## src/sv/rct_pkg.sv

```systemverilog
`timescale 1ns / 1ps
// ----------------------------------------------------------------------------
// rct_pkg: shared types and constants of the resident credential table
// Action and status codes, the command and status groups that run between the
// controller and the datapath, and the default sizes of the table.
// ----------------------------------------------------------------------------
package rct_pkg;

  localparam int SLOTS_DEF         = 16;
  localparam int USER_ID_BYTES_DEF = 64;
  localparam int KEY_WORDS         = 4;
  localparam int RESULT_CAP        = 16;

  typedef enum logic [2:0] {
    ACT_LOAD      = 3'd0,
    ACT_SAVE      = 3'd1,
    ACT_FIND_SITE = 3'd2,
    ACT_FIND_CRED = 3'd3,
    ACT_COUNT     = 3'd4,
    ACT_ERASE     = 3'd5
  } act_t;

  typedef enum logic [1:0] {
    ST_OK        = 2'd0,
    ST_FULL      = 2'd1,
    ST_NOT_FOUND = 2'd2
  } stat_t;

  typedef enum logic [1:0] {
    CMP_SITE = 2'd0,
    CMP_USER = 2'd1,
    CMP_CRED = 2'd2
  } cmp_sel_t;

  typedef struct packed {
    logic     accept;
    logic     load;
    logic     erase;
    logic     start;
    logic     write;
    logic     commit;
    logic     match_set;
    logic     match_drop;
    logic     best_clr;
    logic     best_try;
    logic     emit;
    cmp_sel_t cmp_sel;
  } rct_cmd_t;

  typedef struct packed {
    logic slot_valid;
    logic word_match;
    logic out_free;
  } rct_stat_t;

endpackage

```

## src/sv/rct_ctrl.sv

```systemverilog
`timescale 1ns / 1ps
// ----------------------------------------------------------------------------
// rct_ctrl: controller of the resident credential table
// Walks the slots and key words for each request and sequences the results.
// ----------------------------------------------------------------------------
module rct_ctrl import rct_pkg::*; #(
  parameter int SLOTS         = SLOTS_DEF,
  parameter int USER_ID_BYTES = USER_ID_BYTES_DEF,
  localparam int SLOT_W    = (SLOTS > 1) ? $clog2(SLOTS) : 1,
  localparam int UID_WORDS = (USER_ID_BYTES + 7) / 8,
  localparam int WC_W      = $clog2(KEY_WORDS + UID_WORDS + 1),
  localparam int CNT_W     = $clog2(SLOTS + 1)
) (
  input  logic              clk,
  input  logic              rst_n,
  input  logic              in_valid,
  output logic              in_stall,
  input  logic [2:0]        in_action,
  input  logic [4:0]        in_max_results_wanted,
  input  rct_stat_t         st,
  input  logic [SLOT_W-1:0] best_slot,
  output rct_cmd_t          cmd,
  output logic [SLOT_W-1:0] slot,
  output logic [WC_W-1:0]   wc,
  output stat_t             res_status,
  output logic [SLOT_W-1:0] res_slot,
  output logic [4:0]        res_count,
  output logic              res_last
);

  localparam int WMAX = (UID_WORDS > KEY_WORDS) ? UID_WORDS : KEY_WORDS;

  typedef enum logic [9:0] {
    S_IDLE    = 10'b0000000001,
    S_SLOT    = 10'b0000000010,
    S_RD      = 10'b0000000100,
    S_CMP     = 10'b0000001000,
    S_WRITE   = 10'b0000010000,
    S_SEL_RD  = 10'b0000100000,
    S_SEL_CMP = 10'b0001000000,
    S_SEL_END = 10'b0010000000,
    S_COUNT   = 10'b0100000000,
    S_EMIT    = 10'b1000000000
  } state_t;

  state_t            state_r, state_nxt;
  act_t              op_r, op_nxt;
  logic [4:0]        want_r, want_nxt;
  logic [SLOT_W-1:0] slot_r, slot_nxt, free_r, free_nxt;
  logic              have_free_r, have_free_nxt;
  logic [WC_W-1:0]   wc_r, wc_nxt, last_wc;
  logic [CNT_W-1:0]  cnt_r, cnt_nxt;
  logic [4:0]        nout_r, nout_nxt, nlist_r, nlist_nxt;
  stat_t             rs_r, rs_nxt;
  logic [SLOT_W-1:0] rslot_r, rslot_nxt;
  logic [4:0]        rcnt_r, rcnt_nxt;
  logic              rlast_r, rlast_nxt;

  logic             last_slot, hit, scan_end, free_any;
  logic [SLOT_W-1:0] free_pick;
  logic [CNT_W-1:0] cnt_now;
  logic [6:0]       cnt7, want7;

  assign last_slot = (slot_r == SLOT_W'(SLOTS - 1));
  assign last_wc   = (op_r == ACT_SAVE) ? WC_W'(KEY_WORDS + UID_WORDS - 1)
                                        : WC_W'(KEY_WORDS - 1);

  always_ff @(posedge clk) begin
    if (!rst_n) begin
      state_r <= S_IDLE;
    end else begin
      state_r <= state_nxt;
    end
  end

  always_ff @(posedge clk) begin
    op_r        <= op_nxt;
    want_r      <= want_nxt;
    slot_r      <= slot_nxt;
    free_r      <= free_nxt;
    have_free_r <= have_free_nxt;
    wc_r        <= wc_nxt;
    cnt_r       <= cnt_nxt;
    nout_r      <= nout_nxt;
    nlist_r     <= nlist_nxt;
    rs_r        <= rs_nxt;
    rslot_r     <= rslot_nxt;
    rcnt_r      <= rcnt_nxt;
    rlast_r     <= rlast_nxt;
  end

  always_comb begin
    state_nxt     = state_r;
    op_nxt        = op_r;
    want_nxt      = want_r;
    slot_nxt      = slot_r;
    free_nxt      = free_r;
    have_free_nxt = have_free_r;
    wc_nxt        = wc_r;
    cnt_nxt       = cnt_r;
    nout_nxt      = nout_r;
    nlist_nxt     = nlist_r;
    rs_nxt        = rs_r;
    rslot_nxt     = rslot_r;
    rcnt_nxt      = rcnt_r;
    rlast_nxt     = rlast_r;
    cmd           = '0;
    hit           = 1'b0;
    scan_end      = 1'b0;
    free_any      = have_free_r;
    free_pick     = free_r;

    if (op_r == ACT_FIND_CRED) begin
      cmd.cmp_sel = CMP_CRED;
    end else if (op_r == ACT_SAVE && wc_r >= WC_W'(KEY_WORDS)) begin
      cmd.cmp_sel = CMP_USER;
    end else begin
      cmd.cmp_sel = CMP_SITE;
    end

    case (state_r)
      S_IDLE: begin
        if (in_valid) begin
          cmd.accept    = 1'b1;
          op_nxt        = act_t'(in_action);
          want_nxt      = (in_max_results_wanted > 5'(RESULT_CAP)) ? 5'(RESULT_CAP)
                                                                 : in_max_results_wanted;
          slot_nxt      = '0;
          cnt_nxt       = '0;
          have_free_nxt = 1'b0;
          case (in_action) inside
            ACT_LOAD: cmd.load = 1'b1;
            ACT_SAVE, ACT_FIND_SITE, ACT_FIND_CRED: begin
              cmd.start = 1'b1;
              state_nxt = S_SLOT;
            end
            ACT_COUNT: state_nxt = S_COUNT;
            ACT_ERASE: begin
              cmd.erase = 1'b1;
              rs_nxt    = ST_OK;
              rslot_nxt = '0;
              rcnt_nxt  = '0;
              rlast_nxt = 1'b1;
              state_nxt = S_EMIT;
            end
            default: ;
          endcase
        end
      end
      S_SLOT: begin
        if (st.slot_valid) begin
          wc_nxt    = '0;
          state_nxt = S_RD;
        end else begin
          if (!have_free_r) begin
            free_nxt      = slot_r;
            have_free_nxt = 1'b1;
            free_any      = 1'b1;
            free_pick     = slot_r;
          end
          scan_end = last_slot;
          if (!last_slot) begin
            slot_nxt = slot_r + 1'b1;
          end
        end
      end
      S_RD: state_nxt = S_CMP;
      S_CMP: begin
        if (st.word_match && wc_r != last_wc) begin
          wc_nxt    = wc_r + 1'b1;
          state_nxt = S_RD;
        end else if (st.word_match && op_r == ACT_SAVE) begin
          slot_nxt  = slot_r;
          wc_nxt    = '0;
          state_nxt = S_WRITE;
        end else if (st.word_match && op_r == ACT_FIND_CRED) begin
          rs_nxt    = ST_OK;
          rslot_nxt = slot_r;
          rcnt_nxt  = 5'd1;
          rlast_nxt = 1'b1;
          state_nxt = S_EMIT;
        end else begin
          hit           = st.word_match;
          cmd.match_set = st.word_match;
          scan_end      = last_slot;
          if (!last_slot) begin
            slot_nxt  = slot_r + 1'b1;
            state_nxt = S_SLOT;
          end
        end
      end
      S_WRITE: begin
        cmd.write = 1'b1;
        if (wc_r == WC_W'(WMAX - 1)) begin
          cmd.commit = 1'b1;
          rs_nxt     = ST_OK;
          rslot_nxt  = slot_r;
          rcnt_nxt   = '0;
          rlast_nxt  = 1'b1;
          state_nxt  = S_EMIT;
        end else begin
          wc_nxt = wc_r + 1'b1;
        end
      end
      S_SEL_RD: state_nxt = S_SEL_CMP;
      S_SEL_CMP: begin
        cmd.best_try = 1'b1;
        if (last_slot) begin
          state_nxt = S_SEL_END;
        end else begin
          slot_nxt  = slot_r + 1'b1;
          state_nxt = S_SEL_RD;
        end
      end
      S_SEL_END: begin
        cmd.match_drop = 1'b1;
        rs_nxt         = ST_OK;
        rslot_nxt      = best_slot;
        rcnt_nxt       = nlist_r;
        rlast_nxt      = (nout_r + 5'd1 == nlist_r);
        nout_nxt       = nout_r + 5'd1;
        state_nxt      = S_EMIT;
      end
      S_COUNT: begin
        cnt_nxt = cnt_r + CNT_W'(st.slot_valid);
        if (last_slot) begin
          rs_nxt    = ST_OK;
          rslot_nxt = '0;
          rcnt_nxt  = (7'(cnt_nxt) > 7'd31) ? 5'd31 : 5'(cnt_nxt);
          rlast_nxt = 1'b1;
          state_nxt = S_EMIT;
        end else begin
          slot_nxt = slot_r + 1'b1;
        end
      end
      S_EMIT: begin
        if (st.out_free) begin
          cmd.emit = 1'b1;
          if (rlast_r) begin
            state_nxt = S_IDLE;
          end else begin
            cmd.best_clr = 1'b1;
            slot_nxt     = '0;
            state_nxt    = S_SEL_RD;
          end
        end
      end
      default: state_nxt = S_IDLE;
    endcase

    // End of a key scan over all slots.
    cnt_now = cnt_r + CNT_W'(hit);
    cnt7    = 7'(cnt_now);
    want7   = 7'(want_r);
    if (hit) begin
      cnt_nxt = cnt_now;
    end
    if (scan_end) begin
      rslot_nxt = '0;
      rcnt_nxt  = '0;
      rlast_nxt = 1'b1;
      state_nxt = S_EMIT;
      case (op_r)
        ACT_SAVE: begin
          if (free_any) begin
            slot_nxt  = free_pick;
            wc_nxt    = '0;
            state_nxt = S_WRITE;
          end else begin
            rs_nxt = ST_FULL;
          end
        end
        ACT_FIND_SITE: begin
          nlist_nxt = (cnt7 < want7) ? 5'(cnt7) : want_r;
          if (nlist_nxt == 5'd0) begin
            rs_nxt = ST_NOT_FOUND;
          end else begin
            nout_nxt     = '0;
            slot_nxt     = '0;
            cmd.best_clr = 1'b1;
            state_nxt    = S_SEL_RD;
          end
        end
        default: rs_nxt = ST_NOT_FOUND;
      endcase
    end
  end

  assign in_stall   = (state_r != S_IDLE);
  assign slot       = slot_r;
  assign wc         = wc_r;
  assign res_status = rs_r;
  assign res_slot   = rslot_r;
  assign res_count  = rcnt_r;
  assign res_last   = rlast_r;

endmodule

```

## config.mk

```make
export PLATFORM = sky130hd
export DESIGN_NAME = rct_ctrl
export DESIGN_NICKNAME = d
export VERILOG_FILES = /design/src/sv/rct_pkg.sv /design/src/sv/rct_ctrl.sv
export SDC_FILE = /design/constraint.sdc
export NUM_CORES = 1
export LEC_CHECK = 0
export ABC_AREA = 1
export BUFFER_PORTS_ARGS = -buffer_cell sky130_fd_sc_hd__buf_2
export CAP_MARGIN = 30
export CORE_ASPECT_RATIO = 1.4
export CORE_MARGIN = 4
export CORE_UTILIZATION = 55
export DETAILED_ROUTE_END_ITERATION = 16
export MAX_ROUTING_LAYER = met4
export PLACE_DENSITY = 0.77
export SLEW_MARGIN = 20
export SYNTH_ARGS = -nofsm -noshare
export SYNTH_HDL_FRONTEND = slang
export SYNTH_SLANG_ARGS = --single-unit
```

## constraint.sdc

```tcl
create_clock -name clk -period 10.2 [get_ports clk]
set_clock_uncertainty 0.1 [all_clocks]
set_input_delay 1.02 -clock clk [delete_from_list [all_inputs] [get_ports clk]]
set_output_delay 1.02 -clock clk [all_outputs]
set_load 0.005 [all_outputs]
```

# Yosys cells after proc, flatten, opt, wreduce, memory -nomap -nowiden
# Cells that the tools add are included.
# Widths: inputs -> output; s select.
# op_classes
eq_ne,42
n_mux,137
reduce_logical,17
addsub,5
n_lt_le_gt_ge,3
# op_table
op,n
$mux 10,16
$mux 4,34
$pmux 10 s10,1
$mux 5,17
$mux 1,40
$pmux 4 s5,2
$mux 2,15
$pmux 5 s5,1
$ne 3x3->1 const B,7
$ne 2x2->1 const B,10
$pmux 10 s2,1
$eq 3x2->1 const B,4
$pmux 4 s3,1
$reduce_and 11->1,1
$add 5x1->5,2
$eq 10x1->1 const B,1
$eq 10x10->1 const B,1
$eq 10x2->1 const B,1
$eq 10x3->1 const B,1
$eq 10x4->1 const B,1
$eq 10x5->1 const B,1
$eq 10x6->1 const B,1
$eq 10x7->1 const B,1
$eq 10x8->1 const B,1
33 further kinds,43
# totals
reg_bits,58
elab_cells,218
input_bits,18

# Longest topological paths before layout
# Gate-level depths: netlist of the first run.
# logic_depth
ltp_word,13
depth_mapped,28
depth_no_buf,28

# Least setup slack after synthesis of the first run
# No wires, ideal clock.
# synth_path
path_kind,input to output
start,input st[1] in the netlist's numbering
end,output cmd[4] in the netlist's numbering
path_slack_ns,5.650
t_arrival_ns,3.430
n_path_buf,0
path_stages,17
cell_sequence,inv_1 > a31oi_1 > nor2_1 > nand2_1 > inv_1 > ha_1 > nand2_1 > nor2_1 > xor2_1 > ha_1 > a21oi_1 > nand3_1 > o21ai_0 > nor2_1 > nand2_1 > nand2_1 > o21ai_0
# synth_lines
element,line_no,text
start: declaration,rct_ctrl.sv:20,"input rct_stat_t st,"
end: declaration,rct_ctrl.sv:22,"output rct_cmd_t cmd,"

==> impl_metrics.tcl, run 1 <==
set metrics [dict create \
    synthTopCellsByCount "nand2_1, inv_1, nor2_1" \
    dr.pass1.iters 7 \
    diodes 0 \
    ys_seq_area_share_pct 37.4 \
    synth_top_cell_by_area "dfxtp_1" \
    dp.cells 627 \
    total_power_uw 999 \
    fin_crit_sh_pct 52.9 \
    combPwrFrac_pct 44.3 \
    reg2reg_to "slot[0]" \
    synth_area_leaders "dfxtp_1, edfxtp_1, nand2_1" \
    syn-num-nets 542 \
    cp-startpoint "wc[0]" \
    layout.nets 595 \
    die_x_um 76.5 \
    dp_hpwl_um 6680 \
    ctsLongestPathBuffers 2 \
    drive_above_1_share_pct 18.6 \
    worstPathRequired_ns 9.08 \
    slew_headroom_pct 53.1 \
    cts_made_buffers 9 \
    hp-start "res_status[1]" \
    layout-area-overhead-vs-synth_pct 12.8 \
    clk_latency_ns 0.34 \
    met2_length_um 4160 \
    endpoint "cmd[4]" \
    rsz0062_at_grt "no" \
    crit_path_max_fanout 8 \
    crit_chain "ha_1 -> inv_1 -> nor2_1 -> a31oi_1 -> nor2_1 -> nand2_1 -> inv_1 -> ha_1 -> nand2_1 -> nor2_1 -> xor2_1 -> ha_1 -> a21oi_1 -> nand3_1 -> o21ai_0 -> nor2_1 -> nand2_1 -> nand2_1 -> o21ai_0 -> buf_2" \
    drt_iter0_markers 201 \
    gr-total-overflow 0 \
    antenna_found_initial 0 \
    reg2reg_slack_ns 5.99 \
    rows 34 \
    htreeDepth 3 \
    finalHoldViolCount 0 \
    rr_startpoint "wc[0]" \
    crit_cells 20 \
    worstHoldPathType "reg2reg" \
    drt_wl_total_um 8610 \
    synth_edf_count 19 \
    synth_top_area_share_pct 21.6 \
    startpoint_type "flop" \
    ioPinCount 52 \
    power.internal_uw 568 \
    grt_pass1_wl_um 14400 \
    crit_family "simple AND/OR/NAND/NOR gates" \
    drc 0 \
    worstSetupPathType "reg2out" \
    cts_tree "yes" \
    initial_utilization_pct 57.3 \
    switching_power_uw 431 \
    vdd_drop_max_mv 0.138 \
    maxSlewViolCount 0 \
    path_buf_inv 3 \
    fmax_ghz 0.185 \
    postCtsHoldBufs 0 \
    wl_met3_um 488 \
    drt-wirelength-per-cell_um 13.4 \
    die_h_um 104 \
    p_clk_share_pct 18.7 \
    track_usage_pct 22.9 \
    ys_types 42 \
    ys_warn_count 0 \
    core_um2 6300 \
    swShare_pct 43.1 \
    syn_area_per_cell_um2 7.03 \
    powerDensity_nw_per_um2 245 \
    leakagePower_uw 0.00214 \
    synth_cells 513 \
    worst_slew_pin_slew_ns 0.700 \
    maxUsedRoutingLayer "met4" \
    tns_ns 0 \
    critPathArrivalTime_ns 4.28 \
    cts_resized 0 \
    die_area_um2 7940 \
    finalSetupViolCount 0 \
    routabilityCongestion 0.929 \
    synth-async-reset-ratio_pct 0 \
    clkTransAtPathRegs_ns 0.07 \
    cp-end-kind "output pin" \
    cpMaxStageDelayCell "dfxtp_1" \
    final_cells 643 \
    slowest_delay_ns 0.39 \
    vias 3436 \
    ys_ff_latch 58 \
    m1WireLength_um 3640 \
    period_minus_slack_ns 5.40 \
    clock_sinks 58 \
    syn_area_um2 3610 \
    rr_worst_depth 20 \
    cts_root_buffer "clkbuf_8" \
    routed_via_density 5.34 \
    cap_viol_max_count 0 \
    yosysMostFrequentCell "nand2_1" \
    portBuffers 51 \
    ys.flop_type "dfxtp_1" \
    grt_max_degree 18 \
    status "finished clean" \
    cts_setup_buffers 0 \
    hold_slack_ns 0.375 \
    grt_pass1_vias 3278 \
    ant_nets 0 \
    seqPwrFrac_pct 37.0 \
]
==> worst min path at each step <==
stage / to / depth (start not counted)
global route: res_status[1] / 2
finish: res_status[1] / 2
detailed placement: res_status[1] / 2
CTS: res_status[1] / 2
global placement: res_slot[1] / 2
floorplan: nout_r[4] / 2
==> cell type report <==
class                   count  area (µm²)
flip-flops and latches     58        1350
fillers                   574        2230
well taps                  72        90.1
multi-input cells         361        1880
repair buffers             51         255
clock buffers              11         141
clock inverters             5        28.8
inverters                  85         322
==> power groups by stage <==
stage / logic [µW] / clock network (µW) / registers (µW)
2_1_floorplan: 329 / 0 / 367
3_3_place_gp: 432 / 0 / 371
3_5_place_dp: 441 / 0 / 374
4_1_cts: 443 / 189 / 369
5_1_grt: 512 / 198 / 378
6_report: 443 / 187 / 369
==> per-layer routing <==
| layer | GRT usage [%] | vias to the layer above |
|---|---|---|
| met2 | 37.7 | 118 |
| met4 | 13.0 | 0 |
| met1 | 25.8 | 1529 |
| li1 | - | 1758 |
| met5 | - | - |
| met3 | 4.43 | 31 |
==> stage by stage <==
stage	worst slack, ns	area [µm²]	utilization (%)
after floorplan	5.65	3610	-
after detailed placement	4.89	3900	61.9
after global placement	5.11	3900	61.9
final	4.80	4070	64.6
after global routing	4.39	4070	64.6
after CTS	4.83	4070	64.6
==> cell families after synthesis <==
logic type	after synthesis	synth area share (%)
adders and majority gates	11	3.81
xor gates and xnor gates	11	2.67
buffers and inverters	94	10.4
and+or+nand+nor	276	35.4
AOI/OAI and AO/OA	63	10.2
DFF	58	37.4
==> worst register-to-register path: cells and delay by family (launching register included) <==
kind,cells,cell delay [ns]
AO/OA/AOI/OAI,4,0.80
XOR/XNOR,1,0.27
adder cells (fa/ha/maj),3,0.70
buffers and inverters,2,0.21
flip-flops,1,0.39
AND/OR/NAND/NOR,10,1.64
==> cells in the final DEF, fill, tap and decap left out, drive strengths merged <==
| cell | netlist | routed |
|---|---|---|
| nand3b | 1 | 1 |
| clkinv | 0 | 3 |
| o21a | 1 | 1 |
| nor3 | 8 | 8 |
| a31oi | 1 | 1 |
| nand2 | 130 | 130 |
| nand4 | 9 | 9 |
| clkinvlp | 0 | 1 |
| nand3 | 47 | 47 |
| xor2 | 8 | 8 |
| inv | 85 | 86 |
| dfxtp | 39 | 39 |
| a21boi | 1 | 1 |
| nor2 | 77 | 77 |
| edfxtp | 19 | 19 |
| o21ai | 39 | 39 |
| clkbuf | 3 | 11 |
| nor3b | 1 | 1 |
| o22ai | 2 | 2 |
| a21oi | 13 | 13 |
| xnor2 | 3 | 3 |
| buf | 6 | 51 |
| a221oi | 1 | 1 |
| nor4 | 1 | 1 |
| ha | 11 | 11 |
| or2 | 2 | 2 |
| o211ai | 4 | 4 |
| o31ai | 1 | 1 |
==> state kept, by name, indices dropped and copies added, names as in the netlist, 2 cells and up <==
signal / cells
nlist_r: 5
wc: 4
cnt_r: 5
free_r: 4
want_r: 5
res_status: 2
nout_r: 5
res_slot: 4
op_r: 3
slot: 4
res_count: 5
state_r: 10
No activity file was read; power rests on OpenSTA's default activity.
==> run 2, diff against run 1 <==
- clock period: 10.2 -> 5.1 ns (I/O delays scaled with it)
==> run 2 against run 1 <==
- setup slack got worse by 4.4 ns
- die area unchanged
- global-route usage is 0.39 points higher
- worst hold slack got worse by 0.11 ns
- critical path depth increased by 1
- sequential share of layout area barely moved
- cell count is the same
- clock-buffer cell count unchanged
- final area up 0.12%
- first-iteration DRC count up 10%
- critical path type unchanged
- highest routed layer unchanged
==> impl_metrics.tcl, run 2 (same netlist as run 1, synthesis figures left out) <==
set metrics [dict create \
    dp_hpwl_um 6850 \
    critPathArrivalTime_ns 4.11 \
    rows 34 \
    portBuffers 51 \
    status "finished clean" \
    routed_via_density 5.42 \
    ctsLongestPathBuffers 2 \
    vdd_drop_max_mv 0.281 \
    clkTransAtPathRegs_ns 0.06 \
    grt_pass1_vias 3218 \
    largest_reg_flops 10 \
    drt_wl_total_um 8720 \
    die_area_um2 7940 \
    rsz0062_at_grt "no" \
    grt_max_degree 18 \
    worstPathRequired_ns 4.49 \
    cts_tree "yes" \
    track_usage_pct 23.3 \
    clk_latency_ns 0.35 \
    core_um2 6300 \
    layout.nets 595 \
    top_register "state_r" \
    vias 3483 \
    fin_crit_sh_pct 92.5 \
    cts_resized 0 \
    rr_startpoint "wc[0]" \
    diodes 0 \
    cp-startpoint "wc[0]" \
    worst_slew_pin_slew_ns 0.716 \
    powerDensity_nw_per_um2 492 \
    finalSetupViolCount 0 \
    die_h_um 104 \
    worstHoldPathType "in2reg" \
    drc 0 \
    cap_viol_max_count 0 \
    ioPinCount 52 \
    rr_worst_depth 20 \
    layout-area-overhead-vs-synth_pct 12.9 \
    drive_above_1_share_pct 18.7 \
    period_minus_slack_ns 4.72 \
    maxSlewViolCount 0 \
    antenna_found_initial 0 \
    ant_nets 0 \
    worstSetupPathType "reg2out" \
    leakagePower_uw 0.00214 \
    initial_utilization_pct 57.3 \
    htreeDepth 3 \
    hold_end "want_r[4]" \
    cp-end-kind "output pin" \
    crit_path_max_fanout 8 \
    fmax_ghz 0.212 \
    drt_iter0_markers 221 \
    slew_headroom_pct 52.1 \
    gr-total-overflow 0 \
    final_cell_mix "nand2_1, inv_1, nor2_1, buf_2, nand3_1" \
    die_x_um 76.5 \
    hp-start "in_max_results_wanted[4]" \
    cts_made_buffers 9 \
    startpoint_type "flop" \
    dr.pass1.iters 7 \
    cts_setup_buffers 0 \
    grt_pass1_wl_um 14600 \
    clock_sinks 58 \
    reg2reg_slack_ns 1.06 \
    cts_root_buffer "clkbuf_8" \
    routabilityCongestion 0.959 \
    drt-wirelength-per-cell_um 13.6 \
    reg2reg_to "slot[0]" \
    layout_commonest_cell "nand2_1" \
    finalHoldViolCount 0 \
    tns_ns 0 \
    final_area_um2 4070 \
    postCtsHoldBufs 0 \
    placed_area_um2 3900 \
    holdPathStages 1 \
]
run 2: cell types whose count changed in the layout (fill, tap and decap cells not counted):
cell	before	now
nand3_2	1	2
o21ai_0	32	30
o21ai_1	2	4
nand3_1	45	44
run 2: critical path, stage by stage, from the launching register on:
cell     delay, ns
dfxtp_1       0.39
ha_1          0.21
inv_1         0.05
nor2_1        0.17
a31oi_1       0.21
nor2_1        0.17
nand2_1       0.16
inv_1         0.16
ha_1          0.18
nand2_1       0.07
nor2_1        0.17
xor2_1        0.27
ha_1          0.30
a21oi_1       0.26
nand3_2       0.21
nand2_1       0.10
o21ai_1       0.08
nor2_1        0.11
nand2_1       0.09
nand2_1       0.14
o21ai_0       0.13
buf_2         0.15
run 2: stage by stage:
step / power (µW) / setup WS [ns] / util, % / instances / hold slack, ns
global placement: 1600 / 0.898 / 61.9 / 627 / 0.355
finish: 2000 / 0.383 / 64.7 / 643 / 0.261
floorplan: 1390 / 1.34 / - / 513 / 0.350
CTS: 2000 / 0.328 / 64.6 / 643 / 0.254
detailed placement: 1630 / 0.701 / 61.9 / 627 / 0.367
global route: 2170 / 0.0408 / 64.7 / 643 / 0.252
run 2: metal layers:
metal	part of all wire [%]	GRT usage [%]	routed length, µm
met1	41	25.0	3560
met3	6.4	6.25	561
met5	0	-	0
met4	4.0	11.9	346
met2	49	39.1	4250
run 2: power breakdown:
| part | internal [µW] | switching (µW) | total (µW) |
|---|---|---|---|
| combinational | 309 | 583 | 892 |
| sequential | 643 | 95.7 | 738 |
| clock | 187 | 186 | 373 |
| total | 1140 | 865 | 2000 |
run 2: worst max-delay path by stage:
| stage | end | cells past startpoint |
|---|---|---|
| 6_report | cmd[4] | 21 |
| 5_1_grt | cmd[4] | 21 |
| 4_1_cts | cmd[4] | 20 |
| 3_5_place_dp | cmd[4] | 20 |
| 3_3_place_gp | cmd[4] | 20 |
| 2_1_floorplan | cmd[4] | 19 |
run 2: area by class of cell:
type,instances,area [µm²]
inverters,85,322
clock inverters,5,28.8
fillers,577,2220
multi-input cells,361,1890
well taps,72,90.1
flip-flops and latches,58,1350
clock buffers,11,141
repair buffers,51,255
